`src/hdl/cnms_pkg.sv`:
```
// Shared constants, command and status types for the cosine nearest-match search unit.
`timescale 1ns / 1ps

package cnms_pkg;

   // Storage geometry and element format.
   localparam int MAX_ROWS  = 1024;
   localparam int MAX_DIM   = 128;
   localparam int ELEM_W    = 16;
   localparam int ROW_W     = $clog2(MAX_ROWS);
   localparam int DIM_W     = $clog2(MAX_DIM);
   localparam int GAL_AW    = ROW_W + DIM_W;
   localparam int ROW_CNT_W = $clog2(MAX_ROWS + 1);
   localparam int DIM_CNT_W = $clog2(MAX_DIM + 1);
   localparam int DIM_RESET = 128;

   // Accumulator widths: products of two elements summed over a full vector.
   localparam int PROD_W = 2 * ELEM_W;
   localparam int DOT_W  = PROD_W + DIM_W;
   localparam int SQ_W   = PROD_W - 1 + DIM_W;

   // Split multiplier for the squared-norm product and the squared dot product.
   localparam int HALF_W    = (SQ_W + 1) / 2;
   localparam int PP_W      = 2 * HALF_W;
   localparam int MUL_W     = 2 * SQ_W;
   localparam int MUL_STEPS = 4;
   localparam int MUL_SEL_W = $clog2(MUL_STEPS);

   // Score root search: 15 result bits, Q1.14 output with 2^30 scaling of the dot term.
   localparam int ROOT_STEPS = 15;
   localparam int CMP_SHIFT  = 30;
   localparam int ROOT_W     = MUL_W + CMP_SHIFT;
   localparam int STEP_W     = $clog2(ROOT_STEPS);
   localparam int SCORE_W    = ROOT_STEPS + 1;

   // Configuration port.
   localparam int CSR_IDX_W  = 1;
   localparam int CSR_DATA_W = ROW_CNT_W;
   localparam logic [CSR_IDX_W-1:0] REG_ROWS_IN_USE = 1'b0;
   localparam logic [CSR_IDX_W-1:0] REG_DIM_IN_USE  = 1'b1;

   // Request kinds.
   localparam logic REQ_GALLERY = 1'b0;
   localparam logic REQ_QUERY   = 1'b1;

   typedef struct packed {
      logic                 store_gallery;
      logic                 store_query;
      logic                 clear_acc;
      logic                 issue;
      logic [ROW_W-1:0]     row;
      logic [DIM_W-1:0]     elem;
      logic                 mul_step;
      logic [MUL_SEL_W-1:0] mul_sel;
      logic                 root_init;
      logic                 root_sum;
      logic                 root_cmp;
      logic                 best_update;
      logic                 best_first;
      logic                 rsp_load;
      logic                 rsp_empty;
   } cnms_cmd_type;

   typedef struct packed {
      logic mac_idle;
      logic zero_norm;
      logic rsp_busy;
   } cnms_status_type;

endpackage

```
`src/hdl/cnms_ctrl.sv`:
```
// Controller: configuration registers, search sequencing over rows, elements and score steps.
`timescale 1ns / 1ps

module cnms_ctrl (
   input  logic                              clock,
   input  logic                              reset,
   input  logic                              req_valid,
   output logic                              req_ready,
   input  logic                              req_type,
   input  logic                              req_query_last,
   input  logic                              csr_valid,
   output logic                              csr_ready,
   input  logic [cnms_pkg::CSR_IDX_W-1:0]    csr_index,
   input  logic [cnms_pkg::CSR_DATA_W-1:0]   csr_wdata,
   output cnms_pkg::cnms_cmd_type            cmd,
   input  cnms_pkg::cnms_status_type         status
);
   import cnms_pkg::*;

   typedef enum logic [3:0] {
      ST_IDLE, ST_ROW_START, ST_ACCUM, ST_DRAIN, ST_MUL,
      ST_ROOT_INIT, ST_ROOT_SUM, ST_ROOT_CMP, ST_UPDATE, ST_EMIT
   } state_type;

   state_type              state_ff, state_in;
   logic [ROW_W-1:0]       row_ff, row_in;
   logic [DIM_W-1:0]       elem_ff, elem_in;
   logic [STEP_W-1:0]      step_ff, step_in;
   logic [ROW_CNT_W-1:0]   rows_cfg_ff;
   logic [DIM_CNT_W-1:0]   dim_cfg_ff;
   logic [ROW_CNT_W-1:0]   rows_eff, rows_m1;
   logic [DIM_CNT_W-1:0]   dim_eff, dim_m1;
   logic [ROW_W-1:0]       rows_last;
   logic [DIM_W-1:0]       dim_last;
   logic                   accept;

   // Effective sizes, limited to the store geometry.
   assign rows_eff  = (rows_cfg_ff > ROW_CNT_W'(MAX_ROWS)) ? ROW_CNT_W'(MAX_ROWS) : rows_cfg_ff;
   assign dim_eff   = (dim_cfg_ff > DIM_CNT_W'(MAX_DIM)) ? DIM_CNT_W'(MAX_DIM) : dim_cfg_ff;
   assign rows_m1   = rows_eff - ROW_CNT_W'(1);
   assign dim_m1    = dim_eff - DIM_CNT_W'(1);
   assign rows_last = rows_m1[ROW_W-1:0];
   assign dim_last  = dim_m1[DIM_W-1:0];

   assign req_ready = (state_ff == ST_IDLE);
   assign accept    = req_valid && req_ready;
   assign csr_ready = 1'b1;

   // Next state and command decode.
   always_comb begin
      state_in        = state_ff;
      row_in          = row_ff;
      elem_in         = elem_ff;
      step_in         = step_ff;
      cmd             = '0;
      cmd.row         = row_ff;
      cmd.elem        = elem_ff;
      cmd.mul_sel     = step_ff[MUL_SEL_W-1:0];
      cmd.best_first  = (row_ff == '0);
      cmd.rsp_empty   = (rows_eff == '0);
      case (state_ff)
         ST_IDLE: begin
            if (accept) begin
               cmd.store_gallery = (req_type == REQ_GALLERY);
               cmd.store_query   = (req_type == REQ_QUERY);
               if (req_type == REQ_QUERY && req_query_last) begin
                  row_in   = '0;
                  state_in = (rows_eff == '0) ? ST_EMIT : ST_ROW_START;
               end
            end
         end
         ST_ROW_START: begin
            cmd.clear_acc = 1'b1;
            elem_in       = '0;
            state_in      = (dim_eff == '0) ? ST_DRAIN : ST_ACCUM;
         end
         ST_ACCUM: begin
            cmd.issue = 1'b1;
            if (elem_ff == dim_last) begin
               state_in = ST_DRAIN;
            end else begin
               elem_in = elem_ff + DIM_W'(1);
            end
         end
         ST_DRAIN: begin
            if (status.mac_idle) begin
               step_in  = '0;
               state_in = status.zero_norm ? ST_UPDATE : ST_MUL;
            end
         end
         ST_MUL: begin
            cmd.mul_step = 1'b1;
            if (step_ff == STEP_W'(MUL_STEPS - 1)) begin
               step_in  = '0;
               state_in = ST_ROOT_INIT;
            end else begin
               step_in = step_ff + STEP_W'(1);
            end
         end
         ST_ROOT_INIT: begin
            cmd.root_init = 1'b1;
            state_in      = ST_ROOT_SUM;
         end
         ST_ROOT_SUM: begin
            cmd.root_sum = 1'b1;
            state_in     = ST_ROOT_CMP;
         end
         ST_ROOT_CMP: begin
            cmd.root_cmp = 1'b1;
            if (step_ff == STEP_W'(ROOT_STEPS - 1)) begin
               state_in = ST_UPDATE;
            end else begin
               step_in  = step_ff + STEP_W'(1);
               state_in = ST_ROOT_SUM;
            end
         end
         ST_UPDATE: begin
            cmd.best_update = 1'b1;
            if (row_ff == rows_last) begin
               state_in = ST_EMIT;
            end else begin
               row_in   = row_ff + ROW_W'(1);
               state_in = ST_ROW_START;
            end
         end
         ST_EMIT: begin
            if (!status.rsp_busy) begin
               cmd.rsp_load = 1'b1;
               state_in     = ST_IDLE;
            end
         end
         default: begin
            state_in = ST_IDLE;
         end
      endcase
   end

   // State, loop counters and configuration registers.
   always_ff @(posedge clock) begin
      if (reset) begin
         state_ff    <= ST_IDLE;
         row_ff      <= '0;
         elem_ff     <= '0;
         step_ff     <= '0;
         rows_cfg_ff <= '0;
         dim_cfg_ff  <= DIM_CNT_W'(DIM_RESET);
      end else begin
         state_ff <= state_in;
         row_ff   <= row_in;
         elem_ff  <= elem_in;
         step_ff  <= step_in;
         if (csr_valid && csr_ready) begin
            if (csr_index == REG_ROWS_IN_USE) begin
               rows_cfg_ff <= csr_wdata;
            end else if (csr_index == REG_DIM_IN_USE) begin
               dim_cfg_ff <= csr_wdata[DIM_CNT_W-1:0];
            end
         end
      end
   end

   // A new result is never loaded over one still waiting.
   a_no_overwrite: assert property (@(posedge clock) disable iff (reset)
      cmd.rsp_load |-> !status.rsp_busy)
      else $error("result register overwritten");

   // Element reads stay inside the configured vector length.
   a_elem_range: assert property (@(posedge clock) disable iff (reset)
      (state_ff == ST_ACCUM) |-> (elem_ff <= dim_last))
      else $error("element index beyond vector length");

   // Score arithmetic starts only after every accumulation has landed.
   a_mac_done: assert property (@(posedge clock) disable iff (reset)
      (state_ff == ST_MUL || state_ff == ST_ROOT_SUM) |-> status.mac_idle)
      else $error("score started with accumulation pending");

   // A final query element with rows in use starts the row walk.
   a_start: assert property (@(posedge clock) disable iff (reset)
      (accept && req_type == REQ_QUERY && req_query_last && rows_eff != '0)
      |=> (state_ff == ST_ROW_START))
      else $error("search did not start");

endmodule

```
`config.mk`:
```
export PLATFORM = sky130hd
export DESIGN_NAME = cnms_ctrl
export DESIGN_NICKNAME = d
export VERILOG_FILES = /design/src/hdl/cnms_pkg.sv /design/src/hdl/cnms_ctrl.sv
export SDC_FILE = /design/constraint.sdc
export NUM_CORES = 1
export LEC_CHECK = 0
export ABC_AREA = 1
export ABC_CLOCK_PERIOD_IN_PS = 2800
export BUFFER_PORTS_ARGS = -buffer_cell sky130_fd_sc_hd__buf_4
export CORE_MARGIN = 3
export CORE_UTILIZATION = 56
export CTS_CLUSTER_SIZE = 30
export DETAILED_ROUTE_END_ITERATION = 7
export PLACE_DENSITY_LB_ADDON = 0.3
export SETUP_SLACK_MARGIN = 0.3
export SKIP_LAST_GASP = 1
export SYNTH_ARGS = -nofsm -noshare
export SYNTH_HDL_FRONTEND = slang
export SYNTH_SLANG_ARGS = --single-unit
```
`constraint.sdc`:
```
create_clock -name clock -period 2.8 [get_ports clock]
set_clock_uncertainty 0.05 [all_clocks]
set_input_delay 0.14 -clock clock [delete_from_list [all_inputs] [get_ports clock]]
set_output_delay 0.14 -clock clock [all_outputs]
set_load 0.05 [all_outputs]
```
# Word-level counts from Yosys, hierarchy flattened
# Cells that the tools add are included.
[totals] reg_bits=44 out_inout_bits=33
[op_classes] addsub=5 n_lt_le_gt_ge=2 eq_ne=22 mux=35 n_bitwise=2 reduce_logical=15
[ops] cell="$mux 4" n=13
[ops] cell="$pmux 4 s10" n=1
[ops] cell="$mux 10" n=3
[ops] cell="$pmux 10 s2" n=1
[ops] cell="$eq 4x3->1 const B" n=4
[ops] cell="$ne 2x2->1 const B" n=7
[ops] cell="$pmux 7 s2" n=1
[ops] cell="$eq 4x2->1 const B" n=3
[ops] cell="$eq 4x4->1 const B" n=3
[ops] cell="$pmux 4 s3" n=1
[ops] cell="$gt 11x11->1 const B" n=1
[ops] cell="$logic_not 11->1" n=1
[ops] cell="$mux 11" n=1
[ops] cell="$add 10x1->10 const B" n=1
[ops] cell="$eq 10x10->1" n=1
[ops] cell="$logic_not 10->1" n=1
[ops] cell="$mux 1" n=10
[ops] cell="$sub 10x1->10 const B" n=1
[ops] cell="$gt 8x8->1 const B" n=1
[ops] cell="$logic_not 8->1" n=1
[ops] cell="$mux 8" n=1
[ops] cell="$add 7x1->7 const B" n=1
[ops] cell="$eq 7x7->1" n=1
[ops] cell="$mux 7" n=1
[ops] cell="other kinds (14)" n=21

# Longest topological paths before layout
[logic_depth] ltp_word=7 mapped_depth=19 ltp_nobuf=18

# Worst setup path after synthesis
# OpenSTA, ideal clock, no wires.
[synth_path] path_kind="flip-flop to flip-flop" from="register state_ff[3]" to="register elem_ff[3]" setup_time_ns=0.115 t_arrival_ns=2.497 slack_ns=0.138 path_stages_with_launch=11 n_path_buf=0 synth_period_minus_slack_ns=2.662 cell_sequence="dfxtp_1 nor2_1 inv_1 nor3_1 nand2_1 nand2_2 inv_1 nor2_1 nand2_1 nand2_1 nor2_1"
[synth_between] elab_chain_cells=3 elab_cells_between_ends=6 classes_between="eq/ne (3); mux (1); reduce/logical (2)"
[synth_rtl] element="start, declared" line_no="cnms_ctrl.sv:25" rtl="state_type state_ff, state_in;"
[synth_rtl] element="start signal, assigned" line_no="cnms_ctrl.sv:148" rtl="state_ff <= state_in;"
[synth_rtl] element="$eq 4x2->1 or $eq 4x1->1 (tied branches)" line_no="cnms_ctrl.sv:61" rtl="case (state_ff)"
[synth_rtl] element="$ne 2x2->1 (no line) or $reduce_bool 2->1 (tied branches)"
[synth_rtl] element="$reduce_and 2->1 (no line)"
[synth_rtl] element="end signal, assigned" line_no="cnms_ctrl.sv:150" rtl="elem_ff <= elem_in;"
[synth_rtl] element="end, declared" line_no="cnms_ctrl.sv:27" rtl="logic [DIM_W-1:0] elem_ff, elem_in;"
# Several ways; a longest one is shown, not always the timed one.
# A chain may end at the register's enable or synchronous reset.

# Worst setup path after layout
[layout_path] from="register rows_cfg_ff[9]" to="register row_ff[6]"
[layout_between] elab_chain_cells=6
[layout_rtl] element="start, declared" line_no="cnms_ctrl.sv:29" rtl="logic [ROW_CNT_W-1:0] rows_cfg_ff;"
[layout_rtl] element="start signal, assigned" line_no="cnms_ctrl.sv:154" rtl="rows_cfg_ff <= csr_wdata;"
[layout_rtl] element="$gt 11x11->1" line_no="cnms_ctrl.sv:38" rtl="assign rows_eff = (rows_cfg_ff > ROW_CNT_W'(MAX_ROWS)) ? ROW_CNT_W'(MAX_ROWS) : rows_cfg_ff;"
[layout_rtl] element="$mux 11 *" line_no="cnms_ctrl.sv:38"
[layout_rtl] element="$sub 10x1->10 *" line_no="cnms_ctrl.sv:40" rtl="assign rows_m1 = rows_eff - ROW_CNT_W'(1);"
[layout_rtl] element="$eq 10x10->1 *" line_no="cnms_ctrl.sv:119" rtl="if (row_ff == rows_last) begin"
[layout_rtl] element="$ne 2x2->1 (no line) *"
[layout_rtl] element="$reduce_and 4->1 (no line) *"
[layout_rtl] element="end signal, assigned" line_no="cnms_ctrl.sv:149" rtl="row_ff <= row_in;"
[layout_rtl] element="end, declared" line_no="cnms_ctrl.sv:26" rtl="logic [ROW_W-1:0] row_ff, row_in;"
# Every way passes the cells marked *; elsewhere a longest branch is shown, timed or not.

==> results.py <==
metrics = {
    "finish": {
        "fillCellCount": 401,
        "commonest_cells_after_routing_fill_and_taps_aside": "sky130_fd_sc_hd__nand2_1, sky130_fd_sc_hd__nor2_1, sky130_fd_sc_hd__buf_4, sky130_fd_sc_hd__inv_1, sky130_fd_sc_hd__dfxtp_1",
        "final_design_area_no_fill_mm2": 0.00356,
        "final_cell_count_no_fill": 580,
        "postLayoutCoreUtil_pct": 73.3,
        "layout.cells.most_common": "sky130_fd_sc_hd__nand2_1",
        "drive_gt1_share_pct": 19.7,
        "signed_area_change_from_the_synthesized_netlist_to_the_final_layout_pct": 23.4,
        "antenna_cells": 0,
        "finish.net_count": 541,
    },
    "routing": {
        "vias": 3104,
        "route.final.wire_length_mm": 7.21,
        "drt.antenna.violating_nets": 0,
        "avgRoutedWirePerCell_um": 12.4,
        "detailedRoute.firstPassIterationCount": 4,
        "drc_errors": 0,
        "detail_route.iter0.violations": 162,
        "detail_route.vias_per_cell": 5.35,
    },
    "yosys": {
        "register_bit_total_from_synthesis": 44,
        "mapped_cell_area_mm2": 0.00288,
        "synth-edff-count": 0,
        "synth-async-reset-ratio_pct": 0,
        "synthesized_instance_count": 456,
        "syn-mean-instance-area_um2": 6.32,
        "synth_cell_types": 35,
        "syn_nets": 485,
        "ys.warnings.count": 0,
        "ys_dominant_reg_cell": "sky130_fd_sc_hd__dfxtp_1",
        "synth-seq-area-share_pct": 30.6,
    },
    "worst_setup_path": {
        "rrSetupSlack_ns": 0.26,
        "worst_r2r_path_depth": 16,
        "cp_max_fo": 7,
        "cp-start-kind": "register",
        "r2r-end": "row_ff[6]",
        "worst-endpoint-required_ns": 2.94,
        "crit_arrival_ns": 2.67,
        "end_kind": "register",
        "startpoint_to_endpoint_class_of_the_critical_path": "register to register",
        "worstPathCellList": "nor2_4 -> nand3_4 -> o21bai_4 -> nand2_2 -> ha_4 -> xor2_1 -> nand2_1 -> nor2_1 -> nand4_1 -> nor2_1 -> nand3_1 -> nor2_4 -> buf_4 -> nand2_2 -> nand3_1 -> a21oi_1",
        "crit_path_max_incr_delay_ns": 0.35,
        "r2r-start": "rows_cfg_ff[9]",
        "cp_slowest_cell": "sky130_fd_sc_hd__dfxtp_2",
    },
    "sta": {
        "worst_slew_pin_slew_ns": 0.916,
        "fin_hold_ws_ns": 0.0195,
        "slew_viol_final": 0,
        "fmaxAchievable_mhz": 394,
        "final_min_period_over_clock_period_pct": 90.6,
        "grt_setup_unrepaired": "yes",
        "timing.slew.headroom_pct": 38.7,
        "setup-tns-final_ns": 0,
        "final-hold-violation-count": 0,
        "setup_ws_ns": 0.264,
        "finalWorstPathRequiredPeriod_ns": 2.54,
        "report.final.setup_viol": 0,
    },
    "clock_network": {
        "insertion_delay_ns": 0.31,
        "ctsLongestPathBuffers": 2,
        "clock_tree.htree_level_count": 2,
        "cts_tree": "done",
        "clk_pin_slew_ns": 0.08,
        "clock-root-buffer": "sky130_fd_sc_hd__clkbuf_8",
        "cts-buffers-inserted": 5,
        "clkSinkCount": 44,
    },
    "placed_design": {
        "placed_cell_area_mm2": 0.00331,
        "placement.io_buffers": 52,
        "globalplace.congestion": 0.880,
        "pre_cts_slack_ns": 0.344,
        "placedCellCount": 565,
        "place_hpwl_mm": 5.24,
    },
    "grt": {
        "grtUsageTotal_pct": 23.5,
        "first_pass_grt_wire_length_mm": 11.7,
        "first_global_vias": 2770,
        "grt_start_max_net_pins": 23,
        "globalRouteOverflowTotal": 0,
        "grt_antenna_before_repair": 0,
    },
    "worst_hold_path": {
        "min-delay-start": "csr_wdata[8]",
        "min_to": "rows_cfg_ff[8]",
        "timing.hold.worst_path_depth": 3,
        "min-delay-path-class": "primary input to register",
    },
    "die": {
        "row_cnt": 25,
        "placeableCoreArea_mm2": 0.00485,
        "die_span_in_y_um": 77.7,
        "boundaryPins": 54,
        "effective_utilization_at_floorplan_pct": 59.4,
        "die_area_mm2": 0.00604,
        "die_w_um": 77.7,
    },
    "power_and_ir_drop": {
        "power.share.switching_pct": 39.9,
        "share_comb_of_total_power_pct": 37.1,
        "switching_power_uw": 770,
        "clockPowerShare_pct": 25.5,
        "irDropWorstVdd_mv": 0.371,
        "power.total_mw": 1.93,
        "cellInternalPower_mw": 1.16,
        "pwr_density_cell_mw_per_mm2": 543,
        "cellLeakagePower_nw": 1.59,
        "pwr-share-seq_pct": 37.5,
    },
    "job": {
        "cap_violations": 0,
    },
    "status": {
        "outcome": "completed",
    },
}
## metal layers
metal	vias to the layer above	wire, um	GRT usage (%)	part of all wire [%]
li1	1582	-	-	-
met1	1393	3230	30.7	45
met2	110	3390	39.3	47
met3	19	441	4.29	6.1
met4	0	151	7.12	2.1
met5	-	0	0	0
## cell usage after synthesis (4+ instances only)
cell type | number | area (um2)
sky130_fd_sc_hd__o21ai_0 | 23 | 115
sky130_fd_sc_hd__clkbuf_1 | 4 | 15.0
sky130_fd_sc_hd__nor2_1 | 93 | 349
sky130_fd_sc_hd__a21oi_1 | 30 | 150
sky130_fd_sc_hd__nand2_1 | 95 | 357
sky130_fd_sc_hd__nand3_1 | 35 | 175
sky130_fd_sc_hd__nor3_1 | 9 | 45.0
sky130_fd_sc_hd__xor2_1 | 17 | 149
sky130_fd_sc_hd__o211ai_1 | 4 | 30.0
sky130_fd_sc_hd__dfxtp_1 | 44 | 881
sky130_fd_sc_hd__ha_1 | 8 | 100
sky130_fd_sc_hd__xnor2_1 | 4 | 35.0
sky130_fd_sc_hd__inv_1 | 48 | 180
sky130_fd_sc_hd__nand4_1 | 7 | 43.8
sky130_fd_sc_hd__o31ai_1 | 4 | 30.0
## power by group through the flow
stage	sequential [mW]	clock (mW)	combinational, mW
after floorplan	0.781	0	0.455
after global placement	0.730	0	0.661
after detailed placement	0.733	0	0.672
after CTS	0.719	0.489	0.679
after global routing	0.732	0.523	0.793
final	0.724	0.492	0.716
## registers in the layout (all words and copies together), names as in the netlist
| name | cells |
|---|---|
| state_ff | 4 |
| step_ff | 4 |
| elem_ff | 7 |
| dim_cfg_ff | 8 |
| row_ff | 10 |
| rows_cfg_ff | 11 |
## kinds of logic after synthesis
group / synth area share [%]
xor gates and xnor gates: 6.38
and+or+nand+nor: 37.4
adders and majority gates: 3.47
other: 0.130
DFF: 30.6
buffers and inverters: 9.20
AOI/OAI and AO/OA: 12.8
## area by class of cell
| type | instances | area [um2] | area share (%) |
|---|---|---|---|
| clock buffer | 5 | 68.8 | 1.94 |
| sequential | 44 | 895 | 25.2 |
| multi-input combinational | 352 | 1840 | 51.6 |
| inverter | 50 | 188 | 5.28 |
| tap | 67 | 83.8 | 2.36 |
| clock inverter | 3 | 42.5 | 1.20 |
| timing repair buffer | 59 | 443 | 12.5 |
## what timing repair did
action	CTS	global route
gates cloned	0	2
resized for setup	1	25
buffers inserted	0	5
endpoints found under the setup margin	1	14
endpoints found under the hold margin	0	0
pin swaps	0	5
hold buffers	0	0
## how the worst max path moves through the flow
stage                   startpoint         to  slack (ns)
floorplan           rows_cfg_ff[4]  row_ff[0]        0.39
global placement    rows_cfg_ff[4]  row_ff[1]        0.45
detailed placement  rows_cfg_ff[4]  row_ff[1]        0.34
CTS                 rows_cfg_ff[4]  row_ff[1]        0.33
global route        rows_cfg_ff[3]  row_ff[6]        0.14
finish              rows_cfg_ff[9]  row_ff[6]        0.26
## worst max-delay path: cells and delay by family (launching register included)
| kind | cells | cell delay, ns |
|---|---|---|
| AO/OA/AOI/OAI | 2 | 0.25 |
| buffers and inverters | 1 | 0.12 |
| adder cells (fa/ha/maj) | 1 | 0.27 |
| AND/OR/NAND/NOR | 11 | 1.23 |
| flip-flops | 1 | 0.35 |
| XOR/XNOR | 1 | 0.15 |
No activity file was read; power rests on OpenSTA's default activity.
